===== src/hw/rtl/tgrd_pkg.sv =====
// shared types and constants for the tap gesture and rotation decoder
package tgrd_pkg;

    localparam int EXPRESSION_COUNT_DEF = 7;
    localparam int ACCEL_BITS_DEF       = 16;

    localparam int CFG_INDEX_W = 8;
    localparam int CFG_DATA_W  = 32;
    localparam int M_TDATA_W   = 16;
    localparam int SQ_SUM_W    = 32;

    localparam logic [CFG_INDEX_W-1:0] REG_TAP_MAX_MS       = 8'd0;
    localparam logic [CFG_INDEX_W-1:0] REG_MULTI_TAP_GAP_MS = 8'd1;
    localparam logic [CFG_INDEX_W-1:0] REG_IN_PLANE_MIN_SQ  = 8'd2;
    localparam logic [CFG_INDEX_W-1:0] REG_START_ROTATION   = 8'd3;

    localparam logic [15:0] TAP_MAX_MS_RST       = 16'd350;
    localparam logic [15:0] MULTI_TAP_GAP_MS_RST = 16'd600;
    localparam logic [30:0] IN_PLANE_MIN_SQ_RST  = 31'd2684355;
    localparam logic [1:0]  START_ROTATION_RST   = 2'd0;

    localparam logic [1:0] TAPS_FOR_ROTATION = 2'd3;

    localparam logic [1:0] ROT_UP    = 2'd0;
    localparam logic [1:0] ROT_RIGHT = 2'd1;
    localparam logic [1:0] ROT_DOWN  = 2'd2;
    localparam logic [1:0] ROT_LEFT  = 2'd3;

    typedef struct packed {
        logic       usable;
        logic [1:0] rot;
    } tgrd_snap_t;

    typedef struct packed {
        logic [1:0] taps_pending;
        logic       vad_toggle_request;
        logic       vad_off_request;
        logic       expression_advanced;
        logic [2:0] expression_index;
        logic       used_imu;
        logic       rotated;
        logic [1:0] rotation_quarter;
    } tgrd_result_t;

endpackage


===== src/hw/rtl/tgrd_imu_snap.sv =====
// accelerometer test and quarter-turn snap of the dominant in-plane axis
module tgrd_imu_snap
    import tgrd_pkg::*;
#(
    parameter int ACCEL_BITS = ACCEL_BITS_DEF
) (
    input  logic                  imu_ok,
    input  logic [ACCEL_BITS-1:0] mag_x,
    input  logic [ACCEL_BITS-1:0] mag_y,
    input  logic                  ax_neg,
    input  logic                  ay_neg,
    input  logic [SQ_SUM_W-1:0]   sq_sum,
    input  logic [30:0]           min_sq,
    output tgrd_snap_t            snap
);

    logic both_zero;
    logic x_wins;

    assign both_zero = (mag_x == '0) && (mag_y == '0);
    assign x_wins    = (mag_x > mag_y) || ((mag_x == mag_y) && ax_neg);

    always_comb begin
        snap.usable = imu_ok && !(sq_sum < {1'b0, min_sq});
        if (both_zero) begin
            snap.rot = ROT_RIGHT;
        end else if (x_wins) begin
            snap.rot = ax_neg ? ROT_LEFT : ROT_RIGHT;
        end else begin
            snap.rot = ay_neg ? ROT_DOWN : ROT_UP;
        end
    end

endmodule


===== src/hw/rtl/tap_gesture_rotation_decoder.sv =====
// top level: tap gesture decoder with accelerometer face rotation
//
// one button sample per s_ beat, one result per m_ beat, in the same order
// s_tdata carries now_ms, button flags and the two accelerometer readings
// m_tdata carries rotation, expression index, request pulses and tap count
// cfg_ writes set the tap limit, tap gap, imu threshold and start rotation;
// writing start_rotation also loads the current rotation
// an accepted beat is registered in the input stage, where the axis squares
// are registered too; the tap and rotation update then runs combinationally
// and the result lands in the output register, which drives m_tvalid
// throughput is one beat per cycle while the m_ side takes results, set by the state update
// a stalled m_ side holds its result; the input stage still takes one more
// beat and s_tready drops only when both stages are full
// reset clears all gesture state, restores register defaults and empties
// both stages
module tap_gesture_rotation_decoder
    import tgrd_pkg::*;
#(
    parameter int EXPRESSION_COUNT = EXPRESSION_COUNT_DEF,
    parameter int ACCEL_BITS       = ACCEL_BITS_DEF,
    localparam int S_TDATA_W = ((36 + 2 * ACCEL_BITS + 7) / 8) * 8
) (
    input  logic                   aclk,
    input  logic                   aresetn,
    input  logic                   s_tvalid,
    output logic                   s_tready,
    // now_ms[31:0], button_down, offline_mode, vad_enabled, imu_ok, accel_x, accel_y, zero pad
    input  logic [S_TDATA_W-1:0]   s_tdata,
    output logic                   m_tvalid,
    input  logic                   m_tready,
    // rotation_quarter[1:0], rotated, used_imu, expression_index[2:0], expression_advanced,
    // vad_off_request, vad_toggle_request, taps_pending[1:0], zero pad
    output logic [M_TDATA_W-1:0]   m_tdata,
    input  logic                   cfg_valid,
    output logic                   cfg_ready,
    input  logic [CFG_INDEX_W-1:0] cfg_index,
    input  logic [CFG_DATA_W-1:0]  cfg_data
);

    localparam int SQ_W   = 2 * ACCEL_BITS;
    localparam int EXPR_W = $clog2(EXPRESSION_COUNT);
    localparam logic [EXPR_W-1:0] EXPR_LAST = EXPR_W'(EXPRESSION_COUNT - 1);

    // configuration registers
    logic [15:0] tap_max_reg;
    logic [15:0] gap_reg;
    logic [30:0] min_sq_reg;

    // gesture state
    logic              was_down_reg;
    logic [31:0]       press_start_reg;
    logic [31:0]       last_tap_reg;
    logic [1:0]        tap_cnt_reg;
    logic [EXPR_W-1:0] expr_reg;
    logic [1:0]        rot_reg;

    logic              was_down_next;
    logic [31:0]       press_start_next;
    logic [31:0]       last_tap_next;
    logic [1:0]        tap_cnt_next;
    logic [EXPR_W-1:0] expr_next;
    logic [1:0]        rot_next;

    // input stage
    logic                  in_valid_reg;
    logic [31:0]           now_reg;
    logic                  down_reg;
    logic                  offline_reg;
    logic                  vad_on_reg;
    logic                  imu_ok_reg;
    logic [ACCEL_BITS-1:0] mag_x_reg;
    logic [ACCEL_BITS-1:0] mag_y_reg;
    logic                  ax_neg_reg;
    logic                  ay_neg_reg;
    logic [SQ_W-1:0]       sq_x_reg;
    logic [SQ_W-1:0]       sq_y_reg;

    logic [ACCEL_BITS-1:0] ax_raw;
    logic [ACCEL_BITS-1:0] ay_raw;
    logic [ACCEL_BITS-1:0] mag_x_next;
    logic [ACCEL_BITS-1:0] mag_y_next;
    logic [SQ_W-1:0]       sq_x_next;
    logic [SQ_W-1:0]       sq_y_next;

    // output stage
    logic         out_valid_reg;
    tgrd_result_t out_reg;
    tgrd_result_t res_next;

    logic s_beat;
    logic adv;

    logic              rise;
    logic              fall;
    logic [31:0]       dur;
    logic [31:0]       since_tap;
    logic              is_tap;
    logic              gap_over;
    logic [1:0]        cnt_tap;
    logic [1:0]        cnt_mid;
    logic              third;
    logic              expire;
    logic [EXPR_W+2:0] expr_wide;
    logic [SQ_SUM_W-1:0] sq_sum;
    tgrd_snap_t        snap;

    assign cfg_ready = 1'b1;

    assign adv      = in_valid_reg && (!out_valid_reg || m_tready);
    assign s_tready = !in_valid_reg || adv;
    assign s_beat   = s_tvalid && s_tready;

    assign m_tvalid = out_valid_reg;
    assign m_tdata  = {{(M_TDATA_W - $bits(tgrd_result_t)){1'b0}}, out_reg};

    // input capture: magnitudes and their squares
    assign ax_raw     = s_tdata[36 +: ACCEL_BITS];
    assign ay_raw     = s_tdata[36 + ACCEL_BITS +: ACCEL_BITS];
    assign mag_x_next = ax_raw[ACCEL_BITS-1] ? (~ax_raw + 1'b1) : ax_raw;
    assign mag_y_next = ay_raw[ACCEL_BITS-1] ? (~ay_raw + 1'b1) : ay_raw;
    assign sq_x_next  = {{ACCEL_BITS{1'b0}}, mag_x_next} * {{ACCEL_BITS{1'b0}}, mag_x_next};
    assign sq_y_next  = {{ACCEL_BITS{1'b0}}, mag_y_next} * {{ACCEL_BITS{1'b0}}, mag_y_next};

    always_ff @(posedge aclk) begin
        if (!aresetn) begin
            in_valid_reg <= 1'b0;
        end else if (s_tready) begin
            in_valid_reg <= s_tvalid;
        end
        if (s_beat) begin
            now_reg     <= s_tdata[31:0];
            down_reg    <= s_tdata[32];
            offline_reg <= s_tdata[33];
            vad_on_reg  <= s_tdata[34];
            imu_ok_reg  <= s_tdata[35];
            mag_x_reg   <= mag_x_next;
            mag_y_reg   <= mag_y_next;
            ax_neg_reg  <= ax_raw[ACCEL_BITS-1];
            ay_neg_reg  <= ay_raw[ACCEL_BITS-1];
            sq_x_reg    <= sq_x_next;
            sq_y_reg    <= sq_y_next;
        end
    end

    assign sq_sum = SQ_SUM_W'(sq_x_reg) + SQ_SUM_W'(sq_y_reg);

    tgrd_imu_snap #(
        .ACCEL_BITS (ACCEL_BITS)
    ) u_snap (
        .imu_ok (imu_ok_reg),
        .mag_x  (mag_x_reg),
        .mag_y  (mag_y_reg),
        .ax_neg (ax_neg_reg),
        .ay_neg (ay_neg_reg),
        .sq_sum (sq_sum),
        .min_sq (min_sq_reg),
        .snap   (snap)
    );

    // tap and rotation update
    assign rise      = down_reg && !was_down_reg;
    assign fall      = !down_reg && was_down_reg;
    assign dur       = now_reg - press_start_reg;
    assign since_tap = now_reg - last_tap_reg;
    assign is_tap    = fall && (dur < {16'd0, tap_max_reg});
    assign gap_over  = since_tap > {16'd0, gap_reg};
    assign cnt_tap   = gap_over ? 2'd1 : tap_cnt_reg + 2'd1;
    assign third     = is_tap && (cnt_tap == TAPS_FOR_ROTATION);

    always_comb begin
        if (third || (fall && !is_tap)) begin
            cnt_mid = 2'd0;
        end else if (is_tap) begin
            cnt_mid = cnt_tap;
        end else begin
            cnt_mid = tap_cnt_reg;
        end
    end

    // a tap just stamped now, so the gap cannot be over on that sample
    assign expire = (cnt_mid != 2'd0) && !is_tap && gap_over;

    always_comb begin
        was_down_next    = down_reg;
        press_start_next = rise ? now_reg : press_start_reg;
        last_tap_next    = is_tap ? now_reg : last_tap_reg;
        tap_cnt_next     = expire ? 2'd0 : cnt_mid;
        expr_next        = expr_reg;
        if (is_tap && offline_reg) begin
            expr_next = (expr_reg == EXPR_LAST) ? '0 : expr_reg + 1'b1;
        end
        rot_next = rot_reg;
        if (third) begin
            rot_next = snap.usable ? snap.rot : rot_reg + 2'd1;
        end
    end

    assign expr_wide = {3'b000, expr_next};

    always_comb begin
        res_next.rotation_quarter    = rot_next;
        res_next.rotated             = third;
        res_next.used_imu            = third && snap.usable;
        res_next.expression_index    = expr_wide[2:0];
        res_next.expression_advanced = is_tap && offline_reg;
        res_next.vad_off_request     = expire && !offline_reg && (cnt_mid == 2'd1) && vad_on_reg;
        res_next.vad_toggle_request  = expire && !offline_reg && (cnt_mid == 2'd2);
        res_next.taps_pending        = tap_cnt_next;
    end

    always_ff @(posedge aclk) begin
        if (!aresetn) begin
            was_down_reg    <= 1'b0;
            press_start_reg <= '0;
            last_tap_reg    <= '0;
            tap_cnt_reg     <= 2'd0;
            expr_reg        <= '0;
            rot_reg         <= START_ROTATION_RST;
            tap_max_reg     <= TAP_MAX_MS_RST;
            gap_reg         <= MULTI_TAP_GAP_MS_RST;
            min_sq_reg      <= IN_PLANE_MIN_SQ_RST;
        end else begin
            if (adv) begin
                was_down_reg    <= was_down_next;
                press_start_reg <= press_start_next;
                last_tap_reg    <= last_tap_next;
                tap_cnt_reg     <= tap_cnt_next;
                expr_reg        <= expr_next;
            end
            // start_rotation write loads the current rotation
            if (cfg_valid && (cfg_index == REG_START_ROTATION)) begin
                rot_reg <= cfg_data[1:0];
            end else if (adv) begin
                rot_reg <= rot_next;
            end
            if (cfg_valid) begin
                case (cfg_index)
                    REG_TAP_MAX_MS:       tap_max_reg <= cfg_data[15:0];
                    REG_MULTI_TAP_GAP_MS: gap_reg     <= cfg_data[15:0];
                    REG_IN_PLANE_MIN_SQ:  min_sq_reg  <= cfg_data[30:0];
                    default: ;
                endcase
            end
        end
    end

    always_ff @(posedge aclk) begin
        if (!aresetn) begin
            out_valid_reg <= 1'b0;
        end else if (adv) begin
            out_valid_reg <= 1'b1;
        end else if (m_tready) begin
            out_valid_reg <= 1'b0;
        end
        if (adv) begin
            out_reg <= res_next;
        end
    end

`ifndef NO_ASSERTIONS
    a_rotated_clears_count: assert property (@(posedge aclk) disable iff (!aresetn)
        out_valid_reg && out_reg.rotated |-> out_reg.taps_pending == 2'd0)
        else $error("rotation left taps pending");

    a_imu_needs_rotation: assert property (@(posedge aclk) disable iff (!aresetn)
        out_valid_reg && out_reg.used_imu |-> out_reg.rotated)
        else $error("used_imu without rotation");

    a_vad_exclusive: assert property (@(posedge aclk) disable iff (!aresetn)
        out_valid_reg |-> !(out_reg.vad_off_request && out_reg.vad_toggle_request))
        else $error("both vad requests in one beat");

    a_expr_in_range: assert property (@(posedge aclk) disable iff (!aresetn)
        expr_reg <= EXPR_LAST)
        else $error("expression index out of range");

    a_adv_fills_output: assert property (@(posedge aclk) disable iff (!aresetn)
        adv |=> out_valid_reg)
        else $error("result lost after update");

    a_count_below_three: assert property (@(posedge aclk) disable iff (!aresetn)
        tap_cnt_reg != TAPS_FOR_ROTATION)
        else $error("tap count reached three in state");
`endif

endmodule


===== config.mk =====
export PLATFORM = sky130hd
export DESIGN_NAME = tap_gesture_rotation_decoder
export DESIGN_NICKNAME = d
export VERILOG_FILES = /design/src/hw/rtl/tgrd_pkg.sv /design/src/hw/rtl/tgrd_imu_snap.sv /design/src/hw/rtl/tap_gesture_rotation_decoder.sv
export SDC_FILE = /design/constraint.sdc
export NUM_CORES = 2
export LEC_CHECK = 0
export CAP_MARGIN = 40
export CORE_AREA = 2 2 424 300
export CTS_CLUSTER_DIAMETER = 120
export DETAILED_ROUTE_END_ITERATION = 7
export DIE_AREA = 0 0 426 302
export DONT_BUFFER_PORTS = 1
export SLEW_MARGIN = 10
export SYNTH_ARGS = -nofsm -noshare
export SYNTH_HDL_FRONTEND = slang
export SYNTH_SLANG_ARGS = --single-unit

===== constraint.sdc =====
create_clock -name aclk -period 9.8 [get_ports aclk]
set_input_delay 0.49 -clock aclk [delete_from_list [all_inputs] [get_ports aclk]]
set_output_delay 0.49 -clock aclk [all_outputs]
set_load 0.05 [all_outputs]

==> impl_metrics.csv <==
group,metric,value,unit
run_status,outcome,"finished clean",
die,die_h,302,µm
timing,fin_skew,0.0317,ns
layout,regArea,7010,µm²
drt,vias,23486,
yosys,ys_warn_count,0,
timing,setup_viol,0,
grt,antenna_found_initial,11,
grt,first_global_vias,23788,
yosys,synth.area.top_cells,"fa_1, ha_1, edfxtp_1",
worst_setup_path,path_max_fanout,16,
grt,grt_pass1_wl,136000,µm
yosys,yosysTopAreaCell,"fa_1",
clocking,cts_tree,"done",
run,cap_viol_max_count,0,
timing,slew_headroom,43.8,%
min_path,min_path_cells,1,
timing,tightest_slew,0.821,ns
clocking,post_cts_resized,0,
timing,period_minus_slack,8.20,ns
drt,firstDrtPassIters,5,
worst_setup_path,crit_slowest_cell,"xor2_1",
die,die-area,129000,µm²
layout,nNetsFinal,4326,
worst_setup_path,worst-r2r-setup-slack,3.31,ns
worst_setup_path,worstPathArrival,8.53,ns
drt,routedWlPerCell,16.8,µm
timing,slew_violations,0,
yosys,synth_seq_cells,279,
min_path,min_to,"press_start_reg[21]",
worst_setup_path,cp-end-kind,"register",
placement,numPortBuffers,0,
die,core_area,125000,µm²
grt,track_usage,13.6,%
grt,grt_overflow,0,
yosys,ys_types,85,
worst_setup_path,path_class,"in2reg",
grt,grt_max_degree,119,
worst_setup_path,cp.required,10.13,ns
clocking,cts_max_level,1,
worst_setup_path,critPathMaxStageDelay,0.70,ns
yosys,async_flop_share,0,%
layout,multi_input_area,21400,µm²
clocking,clock_latency,0.61,ns
layout,drive_above_1_share,4.21,%
die,die_w,426,µm
worst_setup_path,startpoint_type,"input pin",
clocking,cts_inserted_buffers,28,
drt,ant_nets,0,
timing,fin_setup_tns,0,ns
clocking,clk_pin_slew,0.07,ns
placement,globalplace.congestion,0.892,
die,initial_utilization,24.8,%
layout,areaGrowthSynthToFinish,12.9,%
drt,routed_wl,87300,µm
placement,hpwlAfterDp,69600,µm
yosys,yosys_most_used_dff,"edfxtp_1",
worst_setup_path,cp_common_cell,"fa_1",
timing,hold_viol,0,
drt,vias_per_cell,4.51,
timing,rsz0062_at_grt,"no",
die,io_pins,136,
yosys,netlist.area_leader.share,21.2,%
worst_setup_path,reg2regPathDepth,26,
timing,timing.fmax,122,MHz
worst_setup_path,worstReg2RegEnd,"m_tdata[0]",
min_path,min_path_type,"in2reg",
yosys,synth-edff-count,142,
yosys,synth_cells,3435,
drt,drc,0,
clocking,clock_path_buffers,3,
die,rows,109,
worst_setup_path,rr_startpoint,"now_reg[0]",
timing,final.period_utilization,83.7,%
yosys,syn_avg_cell_area,9.03,µm²
yosys,seq_area_frac_synth,22.6,%
clocking,clock-root-buffer,"clkbuf_16",
clocking,clock-sinks,279,
layout,nFillCells,13251,
drt,drtIter0Drc,1660,
min_path,worstHoldStart,"aresetn",
yosys,netlist_area,31000,µm²
-- cells by family (layout without fill, tap and decap cells) --
logic type / count (synthesis) / after routing / synth area share, %
AOI/OAI and AO/OA: 598 / 598 / 13.0
xor gates and xnor gates: 154 / 154 / 4.35
adders and majority gates: 690 / 690 / 35.8
buffers and inverters: 732 / 813 / 8.98
DFF: 279 / 279 / 22.6
muxes: 38 / 38 / 1.28
other: 2 / 33 / 0.0242
and+or+nand+nor: 942 / 942 / 14.0
-- layout by cell type (no fill, tap or decap), types with 27 or more instances in the layout --
master	synthesis	layout
a21boi_0	92	92
a21o_1	78	78
a21oi_1	141	141
buf_4	5	54
clkbuf_16	0	30
conb_1	2	27
dfxtp_1	137	137
dlygate4sd3_1	0	54
edfxtp_1	142	142
fa_1	328	328
ha_1	362	362
inv_1	629	628
mux2i_1	33	33
nand2_1	391	391
nand3_1	64	64
nor2_1	216	215
nor2b_1	54	54
nor3_1	44	44
o211ai_1	27	27
o21a_1	33	33
o21ai_0	79	79
o21bai_1	28	28
xnor2_1	106	105
xor2_1	48	48
-- synthesized netlist by cell type (33+ instances only) --
cell      count
nor2_1      216
a21oi_1     141
o21a_1       33
ha_1        362
xor2_1       48
clkbuf_1     73
mux2i_1      33
o21ai_0      79
a21o_1       78
dfxtp_1     137
nand3_1      64
nor3_1       44
a21boi_0     92
nand2_1     391
fa_1        328
nor2b_1      54
inv_1       629
edfxtp_1    142
xnor2_1     106
-- critical path: cells and delay by family --
kind | cells | cell delay (ns)
adders and majority gates | 8 | 3.56
AOI/OAI and AO/OA | 11 | 1.99
buffers and inverters | 5 | 0.93
xor gates and xnor gates | 2 | 0.80
and+or+nand+nor | 4 | 0.73
-- per-stage QoR --
stage,cells,instance area (µm²),setup WS (ns),util [%],hold WS [ns]
CTS,5204,35000,1.66,28.0,0.000442
global route,5212,35000,1.03,28.0,0.00755
finish,5212,35000,1.60,28.0,0.0332
detailed placement,5098,33400,1.06,26.7,0.455
global placement,5089,33300,1.07,26.6,0.447
floorplan,3460,31100,1.57,-,0.435
-- metal layers --
| metal | GRT usage [%] | part of all wire, % |
|---|---|---|
| met5 | 0 | 0.014 |
| met1 | 19.3 | 48 |
| met4 | 3.16 | 2.2 |
| met3 | 2.73 | 6.9 |
| met2 | 21.1 | 43 |
-- repair_timing --
item | 4_1_cts | 5_1_grt
hold buffers | 54 | 0
buffers inserted | 0 | 0
endpoints found under the hold margin | 63 | 0
-- worst max path at each step --
stage | end | slack, ns | from | cells past startpoint
after detailed placement | sq_y_reg[30] | 1.06 | s_tdata[52] | 30
after global routing | sq_y_reg[30] | 1.03 | s_tdata[52] | 30
after CTS | sq_y_reg[30] | 1.66 | s_tdata[52] | 30
final | sq_y_reg[30] | 1.60 | s_tdata[52] | 30
after global placement | sq_y_reg[30] | 1.07 | s_tdata[52] | 30
after floorplan | sq_x_reg[30] | 1.57 | s_tdata[36] | 32
-- area by class of cell --
cell class                      instances  share of cell area [%]
Inverter                              644                    6.90
Tap cell                             1665                    5.95
Clock inverter                         20                   0.779
Sequential cell                       279                    20.0
Antenna cell                            6                  0.0429
Timing Repair Buffer                  117                    3.12
Clock buffer                           32                    2.19
Multi-Input combinational cell       2449                    61.0
Power is left out: the tool's default activity adds up to more than one toggle a clock period on the data nets, which glitch-free logic cannot reach.
